[src/rtl/mlas_pkg.sv]
// ----------------------------------------------------------------------------
// mlas_pkg
// Shared types, sizes and codes for the multi-list append/splice manager.
// ----------------------------------------------------------------------------
package mlas_pkg;

  // Sizes of the list tables and the node pool
  localparam int NUM_LISTS   = 16;
  localparam int POOL_NODES  = 64;
  localparam int VALUE_WIDTH = 32;

  // Fixed port widths
  localparam int REQ_W = 2;
  localparam int IDX_W = 4;
  localparam int OUT_W = 32;
  localparam int CFG_W = 5;

  localparam int LISTS_RESET = 16;

  // Derived widths
  localparam int LIST_W = (NUM_LISTS > 1) ? $clog2(NUM_LISTS) : 1;
  localparam int NODE_W = $clog2(POOL_NODES);
  localparam int CNT_W  = NODE_W + 1;

  typedef enum logic [REQ_W-1:0] {
    REQ_INSERT  = 2'd0,
    REQ_DUMP    = 2'd1,
    REQ_SPLICE  = 2'd2,
    REQ_IGNORED = 2'd3
  } req_e;

  typedef enum logic [1:0] {
    STAT_OK        = 2'd0,
    STAT_POOL_FULL = 2'd1,
    STAT_BAD_INDEX = 2'd2
  } status_e;

  // Controller to datapath
  typedef struct packed {
    logic    load;           // latch request, read pointer tables
    logic    commit_insert;  // allocate node and link it in
    logic    commit_splice;  // move source list onto target
    logic    walk_load;      // start dump walk at head of target
    logic    walk_next;      // advance walk to next node
    logic    emit;           // load output register
    logic    emit_elem;      // output value comes from current node
    logic    emit_last;
    logic    emit_empty;
    status_e emit_status;
  } mlas_cmd_t;

  // Datapath to controller
  typedef struct packed {
    req_e req;
    logic bad_index;
    logic pool_full;
    logic tgt_nonempty;
    logic src_nonempty;
    logic same_list;
    logic walk_last;
    logic out_free;
  } mlas_stat_t;

endpackage

[src/rtl/mlas_ctrl.sv]
// ----------------------------------------------------------------------------
// mlas_ctrl
// Request sequencer: accepts one request, executes it and walks dump chains.
// ----------------------------------------------------------------------------
module mlas_ctrl (
  input  logic                clk_i,
  input  logic                rst_ni,
  input  logic                in_valid_i,
  output logic                in_stall_o,
  input  mlas_pkg::mlas_stat_t stat_i,
  output mlas_pkg::mlas_cmd_t  cmd_o
);
  import mlas_pkg::*;

  typedef enum logic [1:0] {
    ST_IDLE,
    ST_EXEC,
    ST_WALK
  } state_e;

  state_e state_q, state_d;

  assign in_stall_o = (state_q != ST_IDLE);

  // Next state and command decode
  always_comb begin
    state_d = state_q;
    cmd_o   = '0;
    cmd_o.emit_status = STAT_OK;
    case (state_q)
      ST_IDLE: begin
        if (in_valid_i) begin
          cmd_o.load = 1'b1;
          state_d    = ST_EXEC;
        end
      end
      ST_EXEC: begin
        if (stat_i.req == REQ_IGNORED) begin
          state_d = ST_IDLE;
        end else if (stat_i.bad_index) begin
          if (stat_i.out_free) begin
            cmd_o.emit        = 1'b1;
            cmd_o.emit_last   = 1'b1;
            cmd_o.emit_status = STAT_BAD_INDEX;
            state_d           = ST_IDLE;
          end
        end else begin
          case (stat_i.req)
            REQ_INSERT: begin
              if (stat_i.out_free) begin
                cmd_o.emit          = 1'b1;
                cmd_o.emit_last     = 1'b1;
                cmd_o.emit_status   = stat_i.pool_full ? STAT_POOL_FULL : STAT_OK;
                cmd_o.commit_insert = !stat_i.pool_full;
                state_d             = ST_IDLE;
              end
            end
            REQ_SPLICE: begin
              if (stat_i.out_free) begin
                cmd_o.emit          = 1'b1;
                cmd_o.emit_last     = 1'b1;
                cmd_o.commit_splice = !stat_i.same_list && stat_i.src_nonempty;
                state_d             = ST_IDLE;
              end
            end
            REQ_DUMP: begin
              if (!stat_i.tgt_nonempty) begin
                if (stat_i.out_free) begin
                  cmd_o.emit       = 1'b1;
                  cmd_o.emit_last  = 1'b1;
                  cmd_o.emit_empty = 1'b1;
                  state_d          = ST_IDLE;
                end
              end else begin
                cmd_o.walk_load = 1'b1;
                state_d         = ST_WALK;
              end
            end
            default: state_d = ST_IDLE;
          endcase
        end
      end
      ST_WALK: begin
        if (stat_i.out_free) begin
          cmd_o.emit      = 1'b1;
          cmd_o.emit_elem = 1'b1;
          cmd_o.emit_last = stat_i.walk_last;
          if (stat_i.walk_last) begin
            state_d = ST_IDLE;
          end else begin
            cmd_o.walk_next = 1'b1;
          end
        end
      end
      default: state_d = ST_IDLE;
    endcase
  end

  // State register
  always_ff @(posedge clk_i or negedge rst_ni) begin
    if (!rst_ni) begin
      state_q <= ST_IDLE;
    end else begin
      state_q <= state_d;
    end
  end

  // A walk only runs for a nonempty dump
  a_walk_entry: assert property (@(posedge clk_i) disable iff (!rst_ni)
    (state_q == ST_EXEC && state_d == ST_WALK) |->
      (stat_i.req == REQ_DUMP && stat_i.tgt_nonempty && !stat_i.bad_index))
    else $error("walk started without a nonempty dump");

  // Leaving the walk always delivers the tail element
  a_walk_exit: assert property (@(posedge clk_i) disable iff (!rst_ni)
    (state_q == ST_WALK && state_d == ST_IDLE) |-> (cmd_o.emit && cmd_o.emit_last))
    else $error("walk ended without a last transfer");

  // A loaded request always enters execution
  a_one_request: assert property (@(posedge clk_i) disable iff (!rst_ni)
    cmd_o.load |=> (state_q == ST_EXEC))
    else $error("request load did not enter execution");

endmodule

[src/rtl/mlas_dp.sv]
// ----------------------------------------------------------------------------
// mlas_dp
// Datapath: request register, pointer tables, node memories, bump allocator,
// dump walk pointer and output register.
// ----------------------------------------------------------------------------
module mlas_dp (
  input  logic                                    clk_i,
  input  logic                                    rst_ni,
  input  logic                                    cfg_valid_i,
  input  logic [mlas_pkg::CFG_W-1:0]              cfg_lists_in_use_i,
  input  logic [mlas_pkg::REQ_W-1:0]              req_type_i,
  input  logic [mlas_pkg::IDX_W-1:0]              target_list_i,
  input  logic [mlas_pkg::IDX_W-1:0]              source_list_i,
  input  logic signed [31:0]                      value_i,
  input  mlas_pkg::mlas_cmd_t                     cmd_i,
  output mlas_pkg::mlas_stat_t                    stat_o,
  output logic                                    out_valid_o,
  input  logic                                    out_stall_i,
  output logic signed [mlas_pkg::OUT_W-1:0]       out_value_o,
  output logic                                    is_last_o,
  output logic                                    is_empty_o,
  output logic [1:0]                              status_o
);
  import mlas_pkg::*;

  // Configuration
  logic [CFG_W-1:0] lists_q;

  // Latched request
  req_e                          req_q;
  logic [IDX_W-1:0]              tgt_q, src_q;
  logic signed [VALUE_WIDTH-1:0] val_q;

  // Pointer tables (no reset) and nonempty flags (reset)
  logic [NODE_W-1:0] head_mem [NUM_LISTS];
  logic [NODE_W-1:0] tail_mem [NUM_LISTS];
  logic [NUM_LISTS-1:0] nonempty_q;
  logic [NODE_W-1:0] head_t_q, head_s_q, tail_t_q, tail_s_q;
  logic [LIST_W-1:0] rd_t, rd_s, tgt_ix, src_ix;

  // Node pool
  logic [NODE_W-1:0]             next_mem [POOL_NODES];
  logic signed [VALUE_WIDTH-1:0] val_mem  [POOL_NODES];
  logic [NODE_W-1:0]             next_rd_q, node_addr;
  logic signed [VALUE_WIDTH-1:0] val_rd_q;
  logic [CNT_W-1:0]              alloc_q;

  // Walk state
  logic [NODE_W-1:0] p_q;
  logic [NODE_W-1:0] k_q;

  // Output register
  logic                    out_valid_q, out_last_q, out_empty_q;
  logic signed [OUT_W-1:0] out_value_q;
  status_e                 out_status_q;

  logic out_free;

  function automatic logic idx_ok(input logic [IDX_W-1:0] idx,
                                  input logic [CFG_W-1:0] lim);
    logic in_pool;
    in_pool = (int'(idx) < NUM_LISTS);
    return in_pool && ((IDX_W+CFG_W)'(idx) < (IDX_W+CFG_W)'(lim));
  endfunction

  // Configuration register
  always_ff @(posedge clk_i or negedge rst_ni) begin
    if (!rst_ni) begin
      lists_q <= CFG_W'(LISTS_RESET);
    end else if (cfg_valid_i) begin
      lists_q <= cfg_lists_in_use_i;
    end
  end

  // Request register
  always_ff @(posedge clk_i) begin
    if (cmd_i.load) begin
      req_q <= req_e'(req_type_i);
      tgt_q <= target_list_i;
      src_q <= source_list_i;
      val_q <= VALUE_WIDTH'(value_i);
    end
  end

  assign tgt_ix = tgt_q[LIST_W-1:0];
  assign src_ix = src_q[LIST_W-1:0];
  assign rd_t   = cmd_i.load ? target_list_i[LIST_W-1:0] : tgt_ix;
  assign rd_s   = cmd_i.load ? source_list_i[LIST_W-1:0] : src_ix;

  // Head pointer table
  always_ff @(posedge clk_i) begin
    head_t_q <= head_mem[rd_t];
    head_s_q <= head_mem[rd_s];
    if (cmd_i.commit_insert && !nonempty_q[tgt_ix]) begin
      head_mem[tgt_ix] <= alloc_q[NODE_W-1:0];
    end else if (cmd_i.commit_splice && !nonempty_q[tgt_ix]) begin
      head_mem[tgt_ix] <= head_s_q;
    end
  end

  // Tail pointer table
  always_ff @(posedge clk_i) begin
    tail_t_q <= tail_mem[rd_t];
    tail_s_q <= tail_mem[rd_s];
    if (cmd_i.commit_insert) begin
      tail_mem[tgt_ix] <= alloc_q[NODE_W-1:0];
    end else if (cmd_i.commit_splice) begin
      tail_mem[tgt_ix] <= tail_s_q;
    end
  end

  // Nonempty flags and allocator
  always_ff @(posedge clk_i or negedge rst_ni) begin
    if (!rst_ni) begin
      nonempty_q <= '0;
      alloc_q    <= '0;
    end else begin
      if (cmd_i.commit_insert) begin
        nonempty_q[tgt_ix] <= 1'b1;
        alloc_q            <= alloc_q + CNT_W'(1);
      end else if (cmd_i.commit_splice) begin
        nonempty_q[src_ix] <= 1'b0;
        nonempty_q[tgt_ix] <= 1'b1;
      end
    end
  end

  // Node memory read address follows the walk
  always_comb begin
    if (cmd_i.walk_load) begin
      node_addr = head_t_q;
    end else if (cmd_i.walk_next) begin
      node_addr = next_rd_q;
    end else begin
      node_addr = p_q;
    end
  end

  // Next-link memory
  always_ff @(posedge clk_i) begin
    next_rd_q <= next_mem[node_addr];
    if (cmd_i.commit_insert && nonempty_q[tgt_ix]) begin
      next_mem[tail_t_q] <= alloc_q[NODE_W-1:0];
    end else if (cmd_i.commit_splice && nonempty_q[tgt_ix]) begin
      next_mem[tail_t_q] <= head_s_q;
    end
  end

  // Value memory
  always_ff @(posedge clk_i) begin
    val_rd_q <= val_mem[node_addr];
    if (cmd_i.commit_insert) begin
      val_mem[alloc_q[NODE_W-1:0]] <= val_q;
    end
  end

  // Walk pointer and element count
  always_ff @(posedge clk_i or negedge rst_ni) begin
    if (!rst_ni) begin
      p_q <= '0;
      k_q <= '0;
    end else if (cmd_i.walk_load) begin
      p_q <= head_t_q;
      k_q <= '0;
    end else if (cmd_i.walk_next) begin
      p_q <= next_rd_q;
      k_q <= k_q + NODE_W'(1);
    end
  end

  // Output register
  assign out_free = !out_valid_q || !out_stall_i;

  always_ff @(posedge clk_i or negedge rst_ni) begin
    if (!rst_ni) begin
      out_valid_q <= 1'b0;
    end else if (cmd_i.emit) begin
      out_valid_q <= 1'b1;
    end else if (!out_stall_i) begin
      out_valid_q <= 1'b0;
    end
  end

  always_ff @(posedge clk_i) begin
    if (cmd_i.emit) begin
      out_value_q  <= cmd_i.emit_elem ? OUT_W'(val_rd_q) : '0;
      out_last_q   <= cmd_i.emit_last;
      out_empty_q  <= cmd_i.emit_empty;
      out_status_q <= cmd_i.emit_status;
    end
  end

  assign out_valid_o = out_valid_q;
  assign out_value_o = out_value_q;
  assign is_last_o   = out_last_q;
  assign is_empty_o  = out_empty_q;
  assign status_o    = out_status_q;

  // Status to controller
  always_comb begin
    stat_o.req          = req_q;
    stat_o.bad_index    = !idx_ok(tgt_q, lists_q) ||
                          (req_q == REQ_SPLICE && !idx_ok(src_q, lists_q));
    stat_o.pool_full    = (alloc_q >= CNT_W'(POOL_NODES));
    stat_o.tgt_nonempty = nonempty_q[tgt_ix];
    stat_o.src_nonempty = nonempty_q[src_ix];
    stat_o.same_list    = (tgt_q == src_q);
    stat_o.walk_last    = (p_q == tail_t_q) || (k_q == NODE_W'(POOL_NODES - 1));
    stat_o.out_free     = out_free;
  end

  // Allocator never passes the pool size
  a_alloc_bound: assert property (@(posedge clk_i) disable iff (!rst_ni)
    alloc_q <= CNT_W'(POOL_NODES))
    else $error("node allocator overran the pool");

  // Results only go into a free output register
  a_emit_free: assert property (@(posedge clk_i) disable iff (!rst_ni)
    cmd_i.emit |-> out_free)
    else $error("result loaded over a pending transfer");

  // Inserts only commit with a node left
  a_insert_room: assert property (@(posedge clk_i) disable iff (!rst_ni)
    cmd_i.commit_insert |-> (alloc_q < CNT_W'(POOL_NODES) && !cmd_i.commit_splice))
    else $error("insert committed with the pool full");

  // A splice empties its source
  a_splice_src: assert property (@(posedge clk_i) disable iff (!rst_ni)
    cmd_i.commit_splice |=> !nonempty_q[$past(src_ix)])
    else $error("splice left its source nonempty");

endmodule

[src/rtl/multi_list_append_splice.sv]
// ----------------------------------------------------------------------------
// multi_list_append_splice
// Several singly linked lists in one shared node pool with append, dump and
// constant-time splice.
// ----------------------------------------------------------------------------
// One request is handled at a time. For an insert, a splice, an empty dump,
// a bad index or an ignored request code, the cycle that accepts the
// transfer reads the head/tail pointer tables, and the execute state then
// updates them and loads the result (an ignored code loads none). In a
// nonempty dump, after the pointer read, the walk reads the next-link and
// value memories at one node per cycle while the output is not stalled.
// The result register lets a new request be accepted while the last
// result of the previous one still waits. Nodes are allocated in order and
// never freed; after 64 inserts, every further insert reports pool full.
// The lists_in_use register may only be written while the block is idle.
// ----------------------------------------------------------------------------
module multi_list_append_splice (
  input  logic                              clk_i,
  input  logic                              rst_ni,
  // configuration write
  input  logic                              cfg_valid_i,
  output logic                              cfg_ready_o,
  input  logic [mlas_pkg::CFG_W-1:0]        cfg_lists_in_use_i,
  // request channel
  input  logic                              in_valid_i,
  output logic                              in_stall_o,
  input  logic [mlas_pkg::REQ_W-1:0]        req_type_i,
  input  logic [mlas_pkg::IDX_W-1:0]        target_list_i,
  input  logic [mlas_pkg::IDX_W-1:0]        source_list_i,
  input  logic signed [31:0]                value_i,
  // result channel
  output logic                              out_valid_o,
  input  logic                              out_stall_i,
  output logic signed [mlas_pkg::OUT_W-1:0] out_value_o,
  output logic                              is_last_o,
  output logic                              is_empty_o,
  output logic [1:0]                        status_o
);
  import mlas_pkg::*;

  mlas_cmd_t  cmd;
  mlas_stat_t stat;

  assign cfg_ready_o = 1'b1;

  // Sequencer
  mlas_ctrl u_ctrl (
    .clk_i      (clk_i),
    .rst_ni     (rst_ni),
    .in_valid_i (in_valid_i),
    .in_stall_o (in_stall_o),
    .stat_i     (stat),
    .cmd_o      (cmd)
  );

  // Tables, memories and output register
  mlas_dp u_dp (
    .clk_i              (clk_i),
    .rst_ni             (rst_ni),
    .cfg_valid_i        (cfg_valid_i),
    .cfg_lists_in_use_i (cfg_lists_in_use_i),
    .req_type_i         (req_type_i),
    .target_list_i      (target_list_i),
    .source_list_i      (source_list_i),
    .value_i            (value_i),
    .cmd_i              (cmd),
    .stat_o             (stat),
    .out_valid_o        (out_valid_o),
    .out_stall_i        (out_stall_i),
    .out_value_o        (out_value_o),
    .is_last_o          (is_last_o),
    .is_empty_o         (is_empty_o),
    .status_o           (status_o)
  );

endmodule

[config.mk]
export PLATFORM = sky130hd
export DESIGN_NAME = multi_list_append_splice
export DESIGN_NICKNAME = d
export VERILOG_FILES = /design/src/rtl/mlas_pkg.sv /design/src/rtl/mlas_ctrl.sv /design/src/rtl/mlas_dp.sv /design/src/rtl/multi_list_append_splice.sv
export SDC_FILE = /design/constraint.sdc
export NUM_CORES = 2
export LEC_CHECK = 0
export ABC_CLOCK_PERIOD_IN_PS = 5100
export BUFFER_PORTS_ARGS = -buffer_cell sky130_fd_sc_hd__clkbuf_2
export CORE_UTILIZATION = 30
export CTS_BUF_LIST = sky130_fd_sc_hd__clkbuf_8
export DETAILED_ROUTE_END_ITERATION = 6
export PLACE_DENSITY = 0.47
export SYNTH_ARGS = -nofsm -noshare
export SYNTH_HDL_FRONTEND = slang
export SYNTH_HIERARCHICAL = 1
export SYNTH_SLANG_ARGS = --single-unit
[constraint.sdc]
create_clock -name clk_i -period 5.1 [get_ports clk_i]
set_input_delay 0.765 -clock clk_i [delete_from_list [all_inputs] [get_ports clk_i]]
set_output_delay 0.765 -clock clk_i [all_outputs]
set_load 0.005 [all_outputs]
==> out/results.md <==
| Result | Value |
|:---|:---|
| Wire length per cell after detailed routing | 26.2 microns |
| Post-synth net total | 8278 |
| Post-synth ARST share | 1.53% |
| Period Utilization, post-route | 97.2% |
| Vias in the first global route | 72700 |
| Syn Inst Count | 8214 |
| Boundary Pins | 91 |
| Path type of the worst min-delay path | in2reg |
| Non-filler cells, final | 14100 |
| Run status | finished clean |
| Largest net degree at the start of global routing | 121 |
| Synth Flop Type | sky130_fd_sc_hd__edfxtp_1 |
| Highest attainable clock frequency | 0.202 GHz |
| Critical path capture point type | register |
| Remaining number of nets flagged by the antenna check after routing | 0 |
| Gr ovfl total | 0 |
| Synth warnings | 6 |
| Total Die Area | 0.374 sq mm |
| Type of the worst setup path | reg2reg |
| Floorplan row count | 223 |
| Unrepaired setup endpoints after global routing | yes |
| Number of remaining DRC errors | 0 |
| Height of the chip | 612 microns |
| Share of post-route cells with drive strength above 1 | 15.2% |
| TritonCTS clock tree | built |
| Vias per cell | 5.28 |
| Transition time at the pin with the least slew margin | 1.40 ns |
| Detailed placement HPWL | 211000 microns |
| Number of max-cap violations | 0 |
| Sequential cell area fraction in the yosys report | 74.7% |
| Number of iterations in the first detailed-routing pass | 6 |
| Post-route standard cell area excluding fillers | 0.131 sq mm |
| Reg clk slew, reported paths | 0.06 ns |
| Static Leakage | 0.0448 uW |
| Worst relative slew slack | 6.64% |
| Final setup violating endpoints | 0 |
| Number of CTS-inserted buffers | 449 |
| Worst skew pair latency | 1.13 ns |
| Skew final | 0.126 ns |
| Data arrival, critical path | 6.04 ns |
| Hold violation count in the final report | 0 |
| Post-Route WL | 370000 microns |
| Effective utilization at floorplan | 30.2% |
| Number of vias in the routed layout | 74400 |
| Maximum clock path buffer count | 4 |
| Crit-path max FO | 55 |
| Number of synthesized flops with an enable pin | 2694 |
| Net count reported at finish | 8803 |
| Routability congestion estimate from global placement | 0.810 |
| Critical path data required time | 6.18 ns |
| Kind of launch point of the worst setup path | register |
| Area delta synth->final | 17.1% |
| Total of flip-flops plus latches after synthesis | 2807 |
| Input/output buffers | 89 |
| Post-Synthesis Cell Area | 0.112 sq mm |
| Global-route wire length before repair | 524000 microns |
| Max-slew violations | 0 |
| Number of antenna violations at the first check in global routing | 39 |
| Number of fill cells | 35700 |
| Core area | 0.370 sq mm |
| Mapped Avg Cell Area | 13.6 sq um |
| Power per cell area | 588 mW/mm^2 |
| Peak supply drop | 0.504 mV |
| Instance area after placement | 0.122 sq mm |
| GRT Total Usage | 19.1% |
| Total placed cells including tap cells | 13200 |
| Die Wd | 612 microns |
| CTS H-tree lvls | 5 |
| Starting DRC count in detailed routing | 8014 |
| Clock sinks | 2807 |
| Clock period minus final worst setup slack | 4.96 ns |
| Distinct cells, synth | 63 |
| Root Driver | sky130_fd_sc_hd__clkbuf_8 |
## per-stage QoR
step | hold WS, ns | total power [uW] | TNS [ns] | setup WS, ns | util [%]
after CTS | 0.00329 | 77100 | -0.0506 | -0.0506 | 35.3
final | 0.104 | 76900 | 0 | 0.141 | 35.4
after global routing | 0.0718 | 80400 | -0.0668 | -0.0557 | 35.4
after floorplan | 0.440 | 44400 | 0 | 0.0977 | -
after global placement | 0.493 | 58200 | -8.14 | -1.17 | 32.9
after detailed placement | 0.499 | 58400 | -4.40 | -0.441 | 32.9
## registers in the layout (all words and copies together), names as in the netlist, 2 cells and up
name	flops
u_ctrl/state_q	2
u_dp/alloc_q	7
u_dp/head_mem	96
u_dp/head_s_q	6
u_dp/head_t_q	6
u_dp/k_q	6
u_dp/lists_q	5
u_dp/next_mem	384
u_dp/next_rd_q	6
u_dp/nonempty_q	16
u_dp/out_value_o	32
u_dp/p_q	6
u_dp/req_q	2
u_dp/src_ix	4
u_dp/status_o	2
u_dp/tail_mem	96
u_dp/tail_s_q	6
u_dp/tail_t_q	6
u_dp/tgt_ix	4
u_dp/val_mem	2048
u_dp/val_q	32
u_dp/val_rd_q	32
## report_power, final
group          switching, uW  internal (uW)  total [uW]
Sequential               626          27100       27700
Combinational          20700           9970       30700
Clock                   9120           9350       18500
## cells in the final DEF (no fill, tap or decap), types with 64 or more instances in the layout
cell type	n
sky130_fd_sc_hd__nand3_1	64
sky130_fd_sc_hd__a21oi_1	1297
sky130_fd_sc_hd__nand2_1	1721
sky130_fd_sc_hd__edfxtp_1	2694
sky130_fd_sc_hd__nor2_4	65
sky130_fd_sc_hd__dfxtp_1	70
sky130_fd_sc_hd__clkinv_1	137
sky130_fd_sc_hd__a211oi_1	90
sky130_fd_sc_hd__nor2_1	293
sky130_fd_sc_hd__buf_4	442
sky130_fd_sc_hd__a221oi_1	596
sky130_fd_sc_hd__and3_1	74
sky130_fd_sc_hd__clkbuf_2	89
sky130_fd_sc_hd__clkbuf_8	461
sky130_fd_sc_hd__nor3_1	154
sky130_fd_sc_hd__buf_12	121
sky130_fd_sc_hd__inv_1	168
## cell type report
type                       count  area (sq um)  area share, %
inverter                      36           195          0.149
clock inverter               369          2080           1.59
timing repair inverter         1          8.76        0.00670
tap                         4950          6190           4.74
clock buffer                 461          6340           4.85
timing repair buffer         704          6770           5.18
antenna                       27          67.6         0.0517
sequential                  2807         83400           63.8
multi-input combinational   4740         25700           19.7
## routing by layer
metal	share of wire [%]	wire length [microns]	track usage [%]
met5	0.0035	13	0
met4	2.8	10400	5.54
met3	7.2	26500	2.82
met2	48	176000	31.5
met1	42	157000	25.9
## cell families (layout without fill, tap and decap cells)
family | Yosys count | count (layout) | share of synthesized area [%]
mux | 37 | 37 | 0.464
fa+ha+maj | 12 | 12 | 0.135
other cells | 1 | 28 | 0.00336
flops | 2807 | 2807 | 74.7
xor+xnor | 19 | 19 | 0.149
buf+inv | 667 | 1571 | 2.99
simple gates | 2461 | 2461 | 8.92
compound gates | 2210 | 2210 | 12.6
## synthesized netlist by cell type, drive strengths merged, types with 2 or more instances
library cell,number,area [sq um]
edfxtp,2694,80900
nand2,1724,6470
a21oi,1322,6660
a221oi,608,5390
buf,390,2290
nor2,362,1380
clkbuf,241,905
nor3,157,786
a211oi,101,763
and3,74,463
dfxtp,70,1400
nand3,64,320
a311oi,48,420
a31oi,48,300
dfrtp,42,1050
a22oi,38,285
and2,35,219
inv,33,124
o21ai,30,154
mux2,15,169
ha,12,150
mux2i,12,124
xor2,11,96.3
mux4,10,225
nor2b,10,62.6
nand2b,8,50.1
xnor2,8,70.1
nand3b,7,52.6
nand4,5,31.3
a21o,4,30.0
o21a,4,30.0
or3b,4,35.0
clkinv,3,16.3
or2,3,18.8
or3,3,18.8
a21boi,2,22.5
nor4,2,12.5
o2bb2ai,2,17.5
## what timing repair did
item	CTS	global route
cloned	0	2
endpoints found under the setup margin	22	21
hold buffers	48	0
pin swaps	1	3
setup buffers	0	1
resized for setup	15	23
hold endpoints to repair	81	0
## worst paths after layout
kind                              startpoint                   end  slack [ns]  depth (start not counted)
setup / recovery             u_dp/lists_q[1]     u_dp/val_rd_q[19]        0.14                         23
hold / removal                    in_valid_i     u_ctrl/state_q[1]        0.10                          4
setup reg to reg             u_dp/lists_q[1]     u_dp/val_rd_q[19]        0.14                         23
hold reg to reg            u_dp/val_rd_q[30]  u_dp/out_value_o[30]        0.51                          1
max in group asynchronous             rst_ni       u_dp/alloc_q[6]        4.24                          3
min in group asynchronous             rst_ni    u_dp/nonempty_q[1]        0.36                          3
## worst max-delay path, cell delays in order (launching register included)
cell	delay [ns]
sky130_fd_sc_hd__dfrtp_1	0.33
sky130_fd_sc_hd__inv_1	0.07
sky130_fd_sc_hd__ha_1	0.29
sky130_fd_sc_hd__a21o_1	0.11
sky130_fd_sc_hd__a21o_1	0.11
sky130_fd_sc_hd__a21oi_1	0.07
sky130_fd_sc_hd__or3b_2	0.47
sky130_fd_sc_hd__a21oi_4	0.19
sky130_fd_sc_hd__buf_4	0.19
sky130_fd_sc_hd__nor2_2	0.06
sky130_fd_sc_hd__and4_1	0.25
sky130_fd_sc_hd__buf_12	0.17
sky130_fd_sc_hd__nand2b_1	0.11
sky130_fd_sc_hd__o21ai_4	0.10
sky130_fd_sc_hd__bufinv_16	0.38
sky130_fd_sc_hd__buf_16	0.30
sky130_fd_sc_hd__buf_12	0.22
sky130_fd_sc_hd__buf_4	0.24
sky130_fd_sc_hd__a21oi_1	0.10
sky130_fd_sc_hd__a221oi_1	0.36
sky130_fd_sc_hd__nor2_1	0.12
sky130_fd_sc_hd__a21oi_2	0.33
sky130_fd_sc_hd__a22oi_1	0.21
sky130_fd_sc_hd__nand2_1	0.10
(Power assumes the default switching activity.)
